## src/design/smr_pkg.sv

```systemverilog
// smr_pkg: mode and status codes for the signed modulo block
// no dependencies; used by the interfaces and all modules
`timescale 1ns / 1ps
`default_nettype none

package smr_pkg;

    localparam int CMD_WIDTH    = 4;
    localparam int STATUS_WIDTH = 2;

    typedef logic [CMD_WIDTH-1:0]    cmd_t;
    typedef logic [STATUS_WIDTH-1:0] status_t;

    localparam cmd_t MODE_CEIL       = 4'd0;
    localparam cmd_t MODE_FLOOR      = 4'd1;
    localparam cmd_t MODE_AWAY       = 4'd2;
    localparam cmd_t MODE_TRUNC      = 4'd3;
    localparam cmd_t MODE_NEAR_UP    = 4'd4;
    localparam cmd_t MODE_NEAR_DOWN  = 4'd5;
    localparam cmd_t MODE_NEAR_AWAY  = 4'd6;
    localparam cmd_t MODE_NEAR_ZERO  = 4'd7;
    localparam cmd_t MODE_EUCLID     = 4'd8;

    localparam status_t STATUS_OK       = 2'd0;
    localparam status_t STATUS_DIV_ZERO = 2'd1;
    localparam status_t STATUS_BAD_MODE = 2'd2;

endpackage

`default_nettype wire

```

## src/design/smr_op_if.sv

```systemverilog
// smr_op_if: operand channel, one beat carries mode, dividend and divisor
// depends on smr_pkg
`timescale 1ns / 1ps
`default_nettype none

interface smr_op_if #(
    parameter int DATA_WIDTH = 16
) ();
    logic                          valid;
    logic                          ready;
    logic [smr_pkg::CMD_WIDTH-1:0] cmd;
    logic signed [DATA_WIDTH-1:0]  dividend;
    logic signed [DATA_WIDTH-1:0]  divisor;

    modport source (output valid, output cmd, output dividend, output divisor, input ready);
    modport sink   (input valid, input cmd, input dividend, input divisor, output ready);
endinterface

`default_nettype wire

```

## src/design/smr_res_if.sv

```systemverilog
// smr_res_if: result channel, one beat carries remainder and status
// depends on smr_pkg
`timescale 1ns / 1ps
`default_nettype none

interface smr_res_if #(
    parameter int DATA_WIDTH = 16
) ();
    logic                             valid;
    logic                             ready;
    logic signed [DATA_WIDTH-1:0]     remainder;
    logic [smr_pkg::STATUS_WIDTH-1:0] status;

    modport source (output valid, output remainder, output status, input ready);
    modport sink   (input valid, input remainder, input status, output ready);
endinterface

`default_nettype wire

```

## src/design/signed_modulo_rounding_modes.sv

```systemverilog
// signed_modulo_rounding_modes: pipelined signed modulo with eight rounding modes
// and a euclidean mode; depends on smr_pkg, smr_op_if, smr_res_if
//
//   channel | dir | beat contents
//   op      | in  | cmd, dividend, divisor
//   res     | out | remainder, status
//
// pipeline stages: one input stage, one restoring divider stage
// per dividend bit, one rounding stage and the output register
// one beat per cycle is accepted; every stage holds when the one after it is full
// and stalled, and empty stages fill while the output waits
// rst_n clears the valid bits only
`timescale 1ns / 1ps
`default_nettype none

module signed_modulo_rounding_modes #(
    parameter int DATA_WIDTH = 16
) (
    input  wire logic clk,
    input  wire logic rst_n,
    smr_op_if.sink    op,
    smr_res_if.source res
);
    import smr_pkg::*;

    localparam int W  = DATA_WIDTH;
    localparam int FS = W + 1;
    localparam int OS = W + 2;
    localparam int NS = W + 3;

    logic [NS-1:0] valid_reg;
    logic [NS-1:0] stage_ready;

    cmd_t          mode_reg [0:W];
    logic          aneg_reg [0:W];
    logic          bneg_reg [0:W];
    status_t       stat_reg [0:W];
    logic [W-1:0]  bmag_reg [0:W];
    logic [W-1:0]  num_reg  [0:W];
    logic [W-1:0]  rem_reg  [0:W];

    logic [W-1:0]  mag_reg;
    logic          rneg_reg;
    status_t       fstat_reg;
    logic [W-1:0]  remainder_reg;
    status_t       status_reg;

    // ready chain, back to front
    assign stage_ready[NS-1] = !valid_reg[NS-1] || res.ready;
    genvar g;
    generate
        for (g = 0; g < NS - 1; g++)
        begin : g_ready
            assign stage_ready[g] = !valid_reg[g] || stage_ready[g+1];
        end
    endgenerate

    assign op.ready = stage_ready[0];

    // valid bits
    always_ff @(posedge clk or negedge rst_n)
    begin
        if (!rst_n)
        begin
            valid_reg <= '0;
        end
        else
        begin
            if (stage_ready[0])
            begin
                valid_reg[0] <= op.valid;
            end
            for (int i = 1; i < NS; i++)
            begin
                if (stage_ready[i])
                begin
                    valid_reg[i] <= valid_reg[i-1];
                end
            end
        end
    end

    // input stage: magnitudes and error status
    logic [W-1:0] amag_next;
    logic [W-1:0] bmag_next;
    status_t      stat_next;

    always_comb
    begin
        amag_next = op.dividend[W-1] ? $unsigned(-op.dividend) : $unsigned(op.dividend);
        bmag_next = op.divisor[W-1] ? $unsigned(-op.divisor) : $unsigned(op.divisor);
        if (op.cmd > MODE_EUCLID)
        begin
            stat_next = STATUS_BAD_MODE;
        end
        else if (op.divisor == '0)
        begin
            stat_next = STATUS_DIV_ZERO;
        end
        else
        begin
            stat_next = STATUS_OK;
        end
    end

    always_ff @(posedge clk)
    begin
        if (stage_ready[0] && op.valid)
        begin
            mode_reg[0] <= op.cmd;
            aneg_reg[0] <= op.dividend[W-1];
            bneg_reg[0] <= op.divisor[W-1];
            stat_reg[0] <= stat_next;
            bmag_reg[0] <= bmag_next;
            num_reg[0]  <= amag_next;
            rem_reg[0]  <= '0;
        end
    end

    // restoring divider, one dividend bit per stage
    generate
        for (g = 1; g <= W; g++)
        begin : g_div
            logic [W:0]   trial;
            logic [W:0]   diff;
            logic [W-1:0] rem_next;

            always_comb
            begin
                trial    = {rem_reg[g-1], num_reg[g-1][W-1]};
                diff     = trial - {1'b0, bmag_reg[g-1]};
                rem_next = diff[W] ? trial[W-1:0] : diff[W-1:0];
            end

            always_ff @(posedge clk)
            begin
                if (stage_ready[g] && valid_reg[g-1])
                begin
                    mode_reg[g] <= mode_reg[g-1];
                    aneg_reg[g] <= aneg_reg[g-1];
                    bneg_reg[g] <= bneg_reg[g-1];
                    stat_reg[g] <= stat_reg[g-1];
                    bmag_reg[g] <= bmag_reg[g-1];
                    num_reg[g]  <= {num_reg[g-1][W-2:0], 1'b0};
                    rem_reg[g]  <= rem_next;
                end
            end
        end
    endgenerate

    // rounding stage: pick truncated or away-from-zero remainder
    logic [W-1:0] rest;
    logic         qpos;
    logic         gt;
    logic         tie;
    logic         away;
    logic [W-1:0] mag_next;
    logic         rneg_next;

    always_comb
    begin
        rest = bmag_reg[W] - rem_reg[W];
        qpos = (aneg_reg[W] == bneg_reg[W]);
        gt   = rem_reg[W] > rest;
        tie  = rem_reg[W] == rest;
        unique case (mode_reg[W])
            MODE_CEIL:      away = qpos;
            MODE_FLOOR:     away = !qpos;
            MODE_AWAY:      away = 1'b1;
            MODE_TRUNC:     away = 1'b0;
            MODE_NEAR_UP:   away = gt || (tie && qpos);
            MODE_NEAR_DOWN: away = gt || (tie && !qpos);
            MODE_NEAR_AWAY: away = gt || tie;
            MODE_NEAR_ZERO: away = gt;
            MODE_EUCLID:    away = aneg_reg[W];
            default:        away = 1'b0;
        endcase
        if (rem_reg[W] == '0)
        begin
            away = 1'b0;
        end
        mag_next  = away ? rest : rem_reg[W];
        rneg_next = away ? !aneg_reg[W] : aneg_reg[W];
    end

    always_ff @(posedge clk)
    begin
        if (stage_ready[FS] && valid_reg[FS-1])
        begin
            mag_reg   <= mag_next;
            rneg_reg  <= rneg_next;
            fstat_reg <= stat_reg[W];
        end
    end

    // output register: apply sign, zero on error
    logic [W-1:0] remainder_next;

    always_comb
    begin
        if (fstat_reg != STATUS_OK)
        begin
            remainder_next = '0;
        end
        else if (rneg_reg)
        begin
            remainder_next = ~mag_reg + 1'b1;
        end
        else
        begin
            remainder_next = mag_reg;
        end
    end

    always_ff @(posedge clk)
    begin
        if (stage_ready[OS] && valid_reg[OS-1])
        begin
            remainder_reg <= remainder_next;
            status_reg    <= fstat_reg;
        end
    end

    assign res.valid     = valid_reg[OS];
    assign res.remainder = $signed(remainder_reg);
    assign res.status    = status_reg;

endmodule

`default_nettype wire

```

## src/flat_wrapper.sv

```systemverilog
// flat-port wrapper written by rule: the top's interface ports become plain ports
module signed_modulo_rounding_modes_flat import smr_pkg::*;
#(
    parameter int DATA_WIDTH = 16
)
  (clk, rst_n, op_valid, op_cmd, op_dividend, op_divisor, op_ready, res_valid, res_remainder, res_status, res_ready);
  smr_op_if #(.DATA_WIDTH(DATA_WIDTH)) op_i ();
  smr_res_if #(.DATA_WIDTH(DATA_WIDTH)) res_i ();
  input  wire logic clk;
  input  wire logic rst_n;
  input wire logic [$bits(op_i.valid)-1:0] op_valid;
  input wire logic [$bits(op_i.cmd)-1:0] op_cmd;
  input wire logic [$bits(op_i.dividend)-1:0] op_dividend;
  input wire logic [$bits(op_i.divisor)-1:0] op_divisor;
  output wire logic [$bits(op_i.ready)-1:0] op_ready;
  output wire logic [$bits(res_i.valid)-1:0] res_valid;
  output wire logic [$bits(res_i.remainder)-1:0] res_remainder;
  output wire logic [$bits(res_i.status)-1:0] res_status;
  input wire logic [$bits(res_i.ready)-1:0] res_ready;
  assign op_i.valid = op_valid;
  assign op_i.cmd = op_cmd;
  assign op_i.dividend = op_dividend;
  assign op_i.divisor = op_divisor;
  assign op_ready = op_i.ready;
  assign res_valid = res_i.valid;
  assign res_remainder = res_i.remainder;
  assign res_status = res_i.status;
  assign res_i.ready = res_ready;
  signed_modulo_rounding_modes #(.DATA_WIDTH(DATA_WIDTH)) u_core (.clk(clk), .rst_n(rst_n), .op(op_i), .res(res_i));
endmodule
```

## config.mk

```make
export PLATFORM = sky130hd
export DESIGN_NAME = signed_modulo_rounding_modes_flat
export DESIGN_NICKNAME = d
export VERILOG_FILES = /design/src/design/smr_pkg.sv /design/src/design/smr_op_if.sv /design/src/design/smr_res_if.sv /design/src/design/signed_modulo_rounding_modes.sv /design/src/flat_wrapper.sv
export SDC_FILE = /design/constraint.sdc
export NUM_CORES = 1
export LEC_CHECK = 0
export ABC_AREA = 1
export BUFFER_PORTS_ARGS = -buffer_cell sky130_fd_sc_hd__buf_2
export CAP_MARGIN = 20
export CORE_MARGIN = 3
export CORE_UTILIZATION = 50
export CTS_CLUSTER_DIAMETER = 100
export DETAILED_ROUTE_END_ITERATION = 12
export PLACE_DENSITY_LB_ADDON = 0.15
export SLEW_MARGIN = 20
export SYNTH_ARGS = -nofsm -noshare
export SYNTH_HDL_FRONTEND = slang
export SYNTH_SLANG_ARGS = --single-unit
```

## constraint.sdc

```tcl
create_clock -name clk -period 4.25 [get_ports clk]
set_input_delay 0 -clock clk [delete_from_list [all_inputs] [get_ports clk]]
set_output_delay 0 -clock clk [all_outputs]
set_load 0.1 [all_outputs]
```

[Yosys cells after proc, flatten, opt, wreduce, memory -nomap -nowiden]
Memory sizes are Yosys's and may differ from the RTL's. A register that Yosys moved wholly into a read port is not among the register bits.
Index checks and enable logic that the tools add are counted.
Widths: inputs -> output; s select.
Word-level totals
  input bits: 40
  bits in registers: 54
  RAM bits: 952
  memories: 7
Memories
  u_core.bmag_reg: depth 17, bits a word 16, rd ports 17, clocked after memory_dff 0, wr ports 17, RTL line signed_modulo_rounding_modes.sv:38  | logic [W-1:0] bmag_reg [0:W];
  u_core.num_reg: depth 17, bits a word 16, rd ports 16, clocked after memory_dff 0, wr ports 17, RTL line signed_modulo_rounding_modes.sv:39  | logic [W-1:0] num_reg [0:W];
  u_core.rem_reg: depth 17, bits a word 16, rd ports 17, clocked after memory_dff 0, wr ports 17, RTL line signed_modulo_rounding_modes.sv:40  | logic [W-1:0] rem_reg [0:W];
  u_core.mode_reg: depth 17, bits a word 4, rd ports 17, clocked after memory_dff 0, wr ports 17, RTL line signed_modulo_rounding_modes.sv:34  | cmd_t mode_reg [0:W];
  u_core.stat_reg: depth 17, bits a word 2, rd ports 17, clocked after memory_dff 1, wr ports 17, RTL line signed_modulo_rounding_modes.sv:37  | status_t stat_reg [0:W];
  u_core.aneg_reg: depth 17, bits a word 1, rd ports 17, clocked after memory_dff 0, wr ports 17, RTL line signed_modulo_rounding_modes.sv:35  | logic aneg_reg [0:W];
  +1 memories
Operators by class
  add/sub/neg operators: 20
  mux-type cells: 59
  reductions and logical operators: 68
  bitwise logic cells: 1
  equality and inequality tests: 9
  magnitude comparators: 2
Operator list (count)
  $mux 16: 20
  $sub 17x16->17: 16
  $mux 1: 37
  $logic_not 16->1: 2
  $neg 16->16: 2
  $logic_or 1x1->1: 22
  $logic_and 1x1->1: 21
  $logic_not 1->1: 21
  $add 16x1->16 const B: 1
  $eq 16x16->1: 1
  $eq 4x3->1 const B: 4
  $gt 16x16->1: 1
  $not 16->16: 1
  $sub 16x16->16: 1
  $pmux 1 s8: 1
  $eq 4x1->1 const B: 1
  $eq 4x2->1 const B: 1
  $eq 4x4->1 const B: 1
  $gt 4x4->1 const B: 1
  $logic_not 4->1: 1
  $mux 2: 1
  $reduce_bool 2->1: 1
  $eq 1x1->1: 1

[Longest topological paths before layout]
Gate-level depths: netlist (run 1).
  word-level depth: 23
  depth in mapped cells: 30
  mapped depth without buffers: 29

[Worst setup path before layout (run 1)]
OpenSTA, ideal clock, no wires.
  path kind: register -> register
  start point: register u_core.valid_reg[18]
  end point: memory u_core.aneg_reg[2][0], in the netlist u_core.aneg_reg[0][2], enable pin
  period minus slack after synthesis: 4.605 ns
  stages on the path, launching flop included: 10
  slack: -0.355 ns
  arrival time: 4.121 ns
  buffers on the path: 0
  setup time: 0.484 ns
  path through: dfrtp_1 -> nand4_2 -> nor2_4 -> nand4_4 -> nor2_4 -> nand4_4 -> nor2_4 -> nand4_4 -> nor2_4 -> a21oi_1
RTL lines
  from (decl): RTL line signed_modulo_rounding_modes.sv:31  | logic [NS-1:0] valid_reg;
  from (signal, indexed assignment): RTL line signed_modulo_rounding_modes.sv:77  | valid_reg[i] <= valid_reg[i-1];
  to (decl): RTL line signed_modulo_rounding_modes.sv:35

==> results of run 1 <==
-- area by class of cell --
| class | instances | area share, % |
|---|---|---|
| clock inverters | 52 | 1.03 |
| well taps | 1144 | 2.92 |
| multi-input cells | 2375 | 32.5 |
| inverters | 478 | 3.66 |
| clock buffers | 119 | 4.96 |
| repair buffers | 166 | 2.70 |
| flip-flops and latches | 856 | 52.2 |
-- worst max path at each step --
stage                                          start                               to  slack, ns  depth (start not counted)
global placement    u_core.rem_reg[0][256]$_DFFE_PP_     u_core.mag_reg[15]$_DFFE_PP_       0.19                         27
global route        u_core.rem_reg[0][256]$_DFFE_PP_     u_core.mag_reg[14]$_DFFE_PP_      -0.07                         27
detailed placement  u_core.rem_reg[0][256]$_DFFE_PP_     u_core.mag_reg[15]$_DFFE_PP_       0.06                         27
CTS                 u_core.rem_reg[0][256]$_DFFE_PP_     u_core.mag_reg[11]$_DFFE_PP_       0.05                         26
finish              u_core.rem_reg[0][256]$_DFFE_PP_      u_core.mag_reg[5]$_DFFE_PP_       0.18                         27
floorplan           u_core.valid_reg[18]$_DFFE_PN0P_  u_core.aneg_reg[0][3]$_DFFE_PP_       0.07                          9
-- worst max-delay path, cell delays in order, from the launching register on --
cell       delay (ns)
edfxtp_1         0.44
ha_4             0.20
fa_2             0.33
nand3b_1         0.17
nand2_2          0.10
nand2_2          0.06
nand2_2          0.09
nand2_2          0.06
nand2_2          0.06
nand2_2          0.06
nor2_2           0.12
nor2_1           0.07
or2_1            0.24
nand2_2          0.09
inv_2            0.05
ha_4             0.26
nand2_4          0.05
nor2_4           0.11
nand4_1          0.18
nor4_2           0.32
inv_1            0.09
nand2_1          0.08
nand2_1          0.06
nand2_2          0.11
nand2_8          0.11
clkbuf_16        0.19
nand3b_1         0.08
nand2_1          0.05
-- power groups by stage --
stage	clock [W]	sequential [W]	combinational, W
2_1_floorplan	0	0.0141	0.0143
3_3_place_gp	0	0.0140	0.0174
3_5_place_dp	0	0.0140	0.0177
4_1_cts	0.00793	0.0138	0.0178
5_1_grt	0.00825	0.0140	0.0208
6_report	0.00769	0.0138	0.0184
-- placed cells by master, fill, tap and decap left out, types with 71 or more instances in the layout --
master       n
xnor2_1    108
inv_1      469
clkbuf_16   94
a21oi_1    348
ha_1       273
edfxtp_1   837
nor2_1     362
o21ai_0    161
nand2_1    375
nand3_1     71
xor2_1     120
a21oi_2    149
-- timing repair --
item,in CTS,in global routing
buffers inserted,0,11
hold endpoints to repair,70,0
setup endpoints to repair,0,17
gates resized for setup,0,38
hold buffers,62,0
-- metal layers --
metal	up-vias	routed length, um	track usage (%)
met5	-	0	0
met4	0	2040	5.23
met3	133	2510	2.49
met2	408	39600	30.9
met1	12700	36400	23.1
li1	13700	-	-
-- cell families (layout without fill, tap and decap cells) --
family,Yosys count,in the layout,synth area share [%]
xor gates and xnor gates,244,244,5.55
DFF,856,856,58.8
buffers and inverters,531,815,5.23
AOI/OAI and AO/OA,831,831,11.8
and+or+nand+nor,1000,1001,9.96
other,1,7,0.00861
adders and majority gates,292,292,8.66
-- metrics by stage --
stage	setup TNS, ns	hold slack [ns]	setup slack (ns)
finish	0	0.0767	0.180
global route	-0.894	0.0633	-0.0723
CTS	0	0.0282	0.0527
detailed placement	0	-0.0301	0.0609
global placement	0	-0.0282	0.191
floorplan	0	-0.296	0.0716
==> impl_metrics.csv, run 1 <==
group,metric,value,unit
synthesis,synth_top_area_cell,"edfxtp_1",
floorplanning,start_util,50.8,%
drt,drc,0,
synthesis,ys_top_cells_by_count,"edfxtp_1, inv_1, nand2_1",
synthesis,synthTopCellsByArea,"edfxtp_1, ha_1, inv_1, a21oi_1, nand2_1",
floorplanning,pin_count,60,
power,clkPwrFrac,19.3,%
synthesis,synth-seq-cells,856,
critical_path,critPathRequiredTime,4.66,ns
finish,fin_util,57.1,%
power,intPower,0.0239,W
clocking,cts_made_buffers,92,
finish,largest_reg_flops,272,
global_routing,grt_pass1_vias,26300,
power,cellLeakagePower,19.9,nW
power,p_switching,0.0160,W
floorplanning,core_area,85800,sq um
flow_run,maxCapViolations,0,
finish,final_cell_area,49000,sq um
critical_path,critPathArrivalTime,4.48,ns
power,ir_worst_vdd,0.760,mV
power,powerDensity,814,nW/um^2
drt,ant_nets,0,
global_routing,grt_first_pass_wirelength,132,mm
synthesis,synth_edf_count,837,
placed_design,gp_congestion,0.853,
power,swShare,40.0,%
sta,slew_headroom,31.9,%
power,finalPower,0.0399,W
synthesis,synth_cell_types,50,
min_path,hold_end,"u_core.valid_reg[0]$_DFFE_PN0N_",
finish,multiInputGateArea,15900,sq um
sta,finalHoldViolations,0,
critical_path,reg2reg_from,"u_core.rem_reg[0][256]$_DFFE_PP_",
clocking,insertion_delay,0.66,ns
critical_path,path_class,"reg -> reg",
critical_path,r2r_cells,27,
placed_design,dp_cells,4941,
sta,timing.fmax,0.246,GHz
floorplanning,die_h,301,um
power,p_seq_share,34.5,%
global_routing,grt.overflow.total,0,
sta,tightest_slew,1.02,ns
min_path,hp-class,"in -> reg",
synthesis,postSynth.asyncResetShare,2.22,%
critical_path,crit_fanout,8,
critical_path,r2r_setup_slack,0.18,ns
global_routing,grt_max_degree,56,
synthesis,ys_seq_area_share,58.8,%
placed_design,io_buffers,59,
sta,clock_skew,0.0539,ns
sta,fin_crit_sh,95.8,%
floorplanning,die_width,301,um
power,combPwrFrac,46.2,%
finish,fin_cells,5190,
clocking,cts_sinks,856,
floorplanning,fp.dieArea,90700,sq um
floorplanning,rows,107,
min_path,hp-start,"op_valid",
finish,fillCellCount,7093,
clocking,h-tree-depth,3,
synthesis,syn_area_per_cell,11.6,sq um
critical_path,r2r_end,"u_core.mag_reg[5]$_DFFE_PP_",
finish,drive_gt1_share,12.7,%
critical_path,cp-end-kind,"flip-flop",
sta,final_max_slew_viol_count,0,
drt,routed_wl,80.5,mm
critical_path,setup.worst_path.start_class,"flip-flop",
synthesis,yosysMostFrequentCell,"edfxtp_1",
global_routing,track_usage,17.8,%
clocking,clk_pin_slew,0.06,ns
finish,antennaDiodeCount,0,
synthesis,synth_warnings,0,
sta,rsz0062_at_grt,"true",
finish,layout.area.seq,25600,sq um
status,status,"complete, no violations",
synthesis,netlist_instances,3755,
finish,fin_nets,4301,
drt,viasPerCell,5.19,
drt,drt_first_pass_iters,5,
min_path,hold_depth,4,
drt,drtIter0Drc,1595,
synthesis,synth_top_area_share,57.7,%
synthesis,synth-main-ff-cell,"edfxtp_1",
clocking,cts_buffer_depth,3,
clocking,cts_tree,"yes",
finish,synthToLayoutAreaGrowth,12.6,%
global_routing,antenna_found_initial,0,
drt,wl_per_cell,15.5,um
placed_design,hpwl,59.1,mm
clocking,cts_root_buf,"clkbuf_16",
synthesis,syn-cell-area,43600,sq um
drt,vias,26900,
sta,setup_viol,0,
sta,min_period,4.07,ns
placed_design,placed_area,45100,sq um
(Power assumes the default switching activity.)
==> run 2, diff against run 1 <==
RECOVER_POWER = 25   (was default)
==> impl_metrics.csv, run 2 (synthesized netlist as in run 1, its figures left out) <==
group,metric,value,unit
status,status,"complete, no violations",
global_routing,grt.overflow.total,0,
critical_path,setup.worst_path.start_class,"flip-flop",
finish,synthToLayoutAreaGrowth,12.5,%
flow_run,maxCapViolations,0,
critical_path,crit_path_end,"u_core.mag_reg[5]$_DFFE_PP_",
critical_path,slowest_stage,"edfxtp_1",
clocking,cts_made_buffers,92,
placed_design,gp_congestion,0.853,
finish,antennaDiodeCount,0,
min_path,hp-start,"op_valid",
sta,finalSetupTns,0,ns
min_path,hp-class,"in -> reg",
finish,fin_util,57.1,%
floorplanning,core_area,85800,sq um
sta,timing.fmax,0.245,GHz
power,cellLeakagePower,19.8,nW
clocking,cts_root_buf,"clkbuf_16",
global_routing,antenna_found_initial,0,
drt,viasPerCell,5.19,
critical_path,cp_slowest_stage_delay,0.44,ns
drt,drt_first_pass_iters,7,
finish,largest_reg_flops,272,
finish,multiInputGateArea,15900,sq um
placed_design,placed_area,45100,sq um
critical_path,r2r_end,"u_core.mag_reg[5]$_DFFE_PP_",
drt,ant_nets,0,
finish,mostFrequentLayoutCell,"edfxtp_1",
floorplanning,die_h,301,um
sta,slew_headroom,31.7,%
floorplanning,rows,107,
drt,wl_per_cell,15.5,um
finish,drive_gt1_share,12.5,%
critical_path,path_class,"reg -> reg",
sta,fin_crit_sh,95.9,%
sta,min_period,4.07,ns
power,powerDensity,814,nW/um^2
critical_path,r2r_cells,27,
drt,vias,26900,
placed_design,io_buffers,59,
critical_path,critPathArrivalTime,4.48,ns
drt,drc,0,
clocking,h-tree-depth,3,
clocking,insertion_delay,0.66,ns
finish,fin_cells,5190,
critical_path,timing.critical_path.mode_cell,"nand2_2",
min_path,hold_depth,4,
finish,layout.area.seq,25600,sq um
placed_design,hpwl,59.1,mm
finish,fillCellCount,7101,
sta,rsz0062_at_grt,"true",
finish,final_cell_area,49000,sq um
sta,tightest_slew,1.02,ns
critical_path,crit_fanout,8,
critical_path,worst-path-buf-inv,3,
finish,fin_nets,4301,
critical_path,reg2reg_from,"u_core.rem_reg[0][256]$_DFFE_PP_",
floorplanning,pin_count,60,
global_routing,grt_max_degree,56,
floorplanning,die_width,301,um
clocking,cts_sinks,856,
critical_path,cp-end-kind,"flip-flop",
finish,final_cell_mix,"edfxtp_1, inv_1, nand2_1",
placed_design,dp_cells,4941,
sta,finalHoldViolations,0,
global_routing,track_usage,17.8,%
critical_path,critPathRequiredTime,4.66,ns
clocking,cts_tree,"yes",
critical_path,startpoint,"u_core.rem_reg[0][256]$_DFFE_PP_",
power,ir_worst_vdd,0.765,mV
clocking,clk_pin_slew,0.06,ns
global_routing,grt_first_pass_wirelength,132,mm
sta,clock_skew,0.0535,ns
global_routing,grt_pass1_vias,26300,
critical_path,crit_family,"simple AND/OR/NAND/NOR gates",
sta,final_max_slew_viol_count,0,
drt,routed_wl,80.5,mm
critical_path,cp.depth,27,
floorplanning,start_util,50.8,%
clocking,cts_buffer_depth,3,
critical_path,r2r_setup_slack,0.18,ns
floorplanning,fp.dieArea,90700,sq um
sta,setup_viol,0,
drt,drtIter0Drc,1672,
[run 2: cell count changes in the layout (fill, tap and decap cells not counted), sizes merged]
cell | before | now
buf | 102 | 94
clkbuf | 121 | 129
[run 2: worst min path at each step]
| stage | to | slack (ns) |
|---|---|---|
| CTS | u_core.valid_reg[0]$_DFFE_PN0N_ | 0.03 |
| finish | u_core.valid_reg[0]$_DFFE_PN0N_ | 0.08 |
| global placement | u_core.valid_reg[18]$_DFFE_PN0P_ | -0.03 |
| detailed placement | u_core.valid_reg[18]$_DFFE_PN0P_ | -0.03 |
| global route | u_core.valid_reg[0]$_DFFE_PN0N_ | 0.07 |
| floorplan | u_core.valid_reg[0]$_DFFE_PN0N_ | -0.30 |
[run 2: through the flow]
stage / setup WS, ns / hold WS [ns] / total power [W]
finish: 0.176 / 0.0762 / 0.0399
global route: -0.0723 / 0.0677 / 0.0430
CTS: 0.0527 / 0.0282 / 0.0396
detailed placement: 0.0609 / -0.0301 / 0.0316
global placement: 0.191 / -0.0282 / 0.0314
floorplan: 0.0716 / -0.296 / 0.0284
[run 2: worst reg2reg max path, delay by kind of cell, from the launching register on]
| family | cells | cell delay [ns] |
|---|---|---|
| simple gates | 21 | 2.29 |
| fa+ha+maj | 3 | 0.80 |
| flops | 1 | 0.44 |
| buf+inv | 3 | 0.33 |
[run 2: repair_timing]
item / 4_1_cts / 5_1_grt
setup endpoints to repair: 0 / 17
hold buffers: 62 / 0
setup buffers: 0 / 11
hold endpoints to repair: 70 / 0
resized for setup: 0 / 38
[run 2: power breakdown]
group          switching, W  internal [W]
clock               0.00326       0.00443
sequential          0.00121        0.0126
combinational        0.0115       0.00694
[run 2: final cells by class]
cell class,instances,area share [%]
inverter,478,3.66
clock buffer,119,4.96
clock inverter,52,1.03
tap,1144,2.92
timing repair buffer,166,2.68
multi-input combinational,2375,32.5
sequential,856,52.2
[run 2: metal layers]
layer	GRT usage [%]	routed length [um]	part of all wire, %
met1	23.1	36200	45
met2	30.9	39500	49
met3	2.49	2720	3.4
met4	5.23	2040	2.5
met5	0	0	0
==> run 3, diff against run 2 <==
CORE_UTILIZATION = 56   (was 50)
==> impl_metrics.csv, run 3 (synthesized netlist as in run 1, its figures left out) <==
group,metric,value,unit
status,status,"complete, no violations",
power,clkPwrFrac,20.1,%
critical_path,crit_fanout,8,
power,p_switching,0.0158,W
placed_design,gp_congestion,0.864,
drt,routed_wl,79.1,mm
placed_design,io_buffers,59,
floorplanning,pin_count,60,
global_routing,grt.overflow.total,0,
critical_path,slowest_stage,"edfxtp_1",
drt,vias,26900,
drt,wl_per_cell,15.6,um
sta,finalHoldViolations,0,
finish,final_cell_mix,"edfxtp_1, inv_1, nand2_1",
placed_design,dp_cells,4827,
sta,final_max_slew_viol_count,0,
global_routing,grt_use_met1,26.0,%
global_routing,grt_max_degree,56,
critical_path,timing.critical_path.mode_cell,"nand2_2",
critical_path,path_class,"reg -> reg",
floorplanning,start_util,57.0,%
flow_run,maxCapViolations,0,
clocking,insertion_delay,0.65,ns
global_routing,grt_first_pass_wirelength,131,mm
sta,setup_viol,0,
critical_path,critPathArrivalTime,4.38,ns
drt,drt_first_pass_iters,5,
global_routing,grt_util_met2,33.7,%
sta,finalSetupTns,0,ns
power,intPower,0.0242,W
power,swShare,39.6,%
min_path,hold_depth,2,
global_routing,antenna_found_initial,1,
sta,fin_ws,0.275,ns
clocking,clk_pin_slew,0.06,ns
placed_design,pre_cts_ws,0.103,ns
floorplanning,core_area,76500,sq um
drt,ant_nets,0,
critical_path,setup.worst_path.start_class,"flip-flop",
floorplanning,die_h,285,um
floorplanning,rows,101,
finish,fin_nets,4294,
min_path,hp-class,"in -> reg",
critical_path,cp-end-kind,"flip-flop",
power,p_seq_share,34.4,%
global_routing,busiest_layer,"met2",
floorplanning,fp.dieArea,81200,sq um
floorplanning,die_width,285,um
critical_path,r2r_cells,27,
finish,largest_reg_flops,272,
clocking,cts_root_buf,"clkbuf_16",
sta,tightest_slew,0.942,ns
power,finalPower,0.0400,W
sta,holdWs,0.106,ns
finish,fillCellCount,5799,
clocking,cts_tree,"yes",
global_routing,grt_pass1_vias,26400,
critical_path,critPathRequiredTime,4.65,ns
clocking,h-tree-depth,3,
power,ir_worst_vdd,0.390,mV
sta,clock_skew,0.0259,ns
placed_design,hpwl,58.3,mm
clocking,cts_sinks,856,
power,powerDensity,818,nW/um^2
sta,slew_headroom,37.0,%
clocking,cts_buffer_depth,3,
finish,synthToLayoutAreaGrowth,12.2,%
sta,rsz0062_at_grt,"true",
drt,viasPerCell,5.31,
drt,drc,0,
sta,timing.fmax,0.252,GHz
finish,drive_gt1_share,12.4,%
drt,drtIter0Drc,1619,
power,combPwrFrac,45.5,%
sta,fin_crit_sh,93.5,%
clocking,cts_made_buffers,91,
finish,mostFrequentLayoutCell,"edfxtp_1",
power,cellLeakagePower,19.9,nW
global_routing,track_usage,19.6,%
finish,fin_cells,5066,
global_routing,use_met3,2.68,%
sta,min_period,3.97,ns
finish,antennaDiodeCount,0,
critical_path,cp_slowest_stage_delay,0.43,ns
run 3: timing repair:
action,4_1_cts,5_1_grt
setup endpoints to repair,0,17
hold endpoints to repair,70,0
resized for setup,0,28
hold buffers,62,0
buffers inserted,0,6
run 3: power groups by stage:
stage | Sequential (W) | Clock [W] | Combinational, W
floorplan | 0.0141 | 0 | 0.0143
global placement | 0.0139 | 0 | 0.0173
detailed placement | 0.0140 | 0 | 0.0176
CTS | 0.0138 | 0.00822 | 0.0177
global route | 0.0140 | 0.00857 | 0.0205
finish | 0.0138 | 0.00803 | 0.0182
run 3: path summary, 6_finish.rpt:
kind / from / endpoint / slack [ns]
max in group asynchronous: rst_n / u_core.valid_reg[2]$_DFFE_PN0P_ / 3.12
min: op_cmd[0] / u_core.mode_reg[0][0]$_DFFE_PP_ / 0.11
max reg2reg: u_core.rem_reg[0][256]$_DFFE_PP_ / u_core.mag_reg[9]$_DFFE_PP_ / 0.28
min reg2reg: u_core.aneg_reg[0][13]$_DFFE_PP_ / u_core.aneg_reg[0][14]$_DFFE_PP_ / 0.41
min in group asynchronous: rst_n / u_core.valid_reg[18]$_DFFE_PN0P_ / 0.57
max: u_core.rem_reg[0][256]$_DFFE_PP_ / u_core.mag_reg[9]$_DFFE_PP_ / 0.28
run 3: cell type report:
cell class                      instances  area (sq um)  area share (%)
Tap cell                             1030          1290            2.64
Multi-Input combinational cell       2374         15900            32.4
Timing Repair Buffer                  161          1280            2.62
Clock inverter                         62           732            1.50
Inverter                              478          1790            3.67
Sequential cell                       856         25600            52.4
Clock buffer                          105          2330            4.76
run 3: stage by stage:
| stage | utilization [%] | cell area, sq um |
|---|---|---|
| global route | 64.0 | 48900 |
| floorplan | - | 43600 |
| detailed placement | 58.8 | 45000 |
| global placement | 58.8 | 45000 |
| finish | 64.0 | 48900 |
| CTS | 63.7 | 48700 |
run 3: layer usage:
metal | share of wire (%) | vias to the layer above
li1 | - | 13600
met1 | 45 | 12700
met2 | 48 | 441
met3 | 3.5 | 151
met4 | 2.8 | 2
met5 | 0.0088 | -
run 3: critical path, delay by kind of cell (launching register included):
kind / cells / cell delay [ns]
fa+ha+maj: 3 / 0.81
flops: 1 / 0.43
simple gates: 20 / 2.09
buf+inv: 4 / 0.40
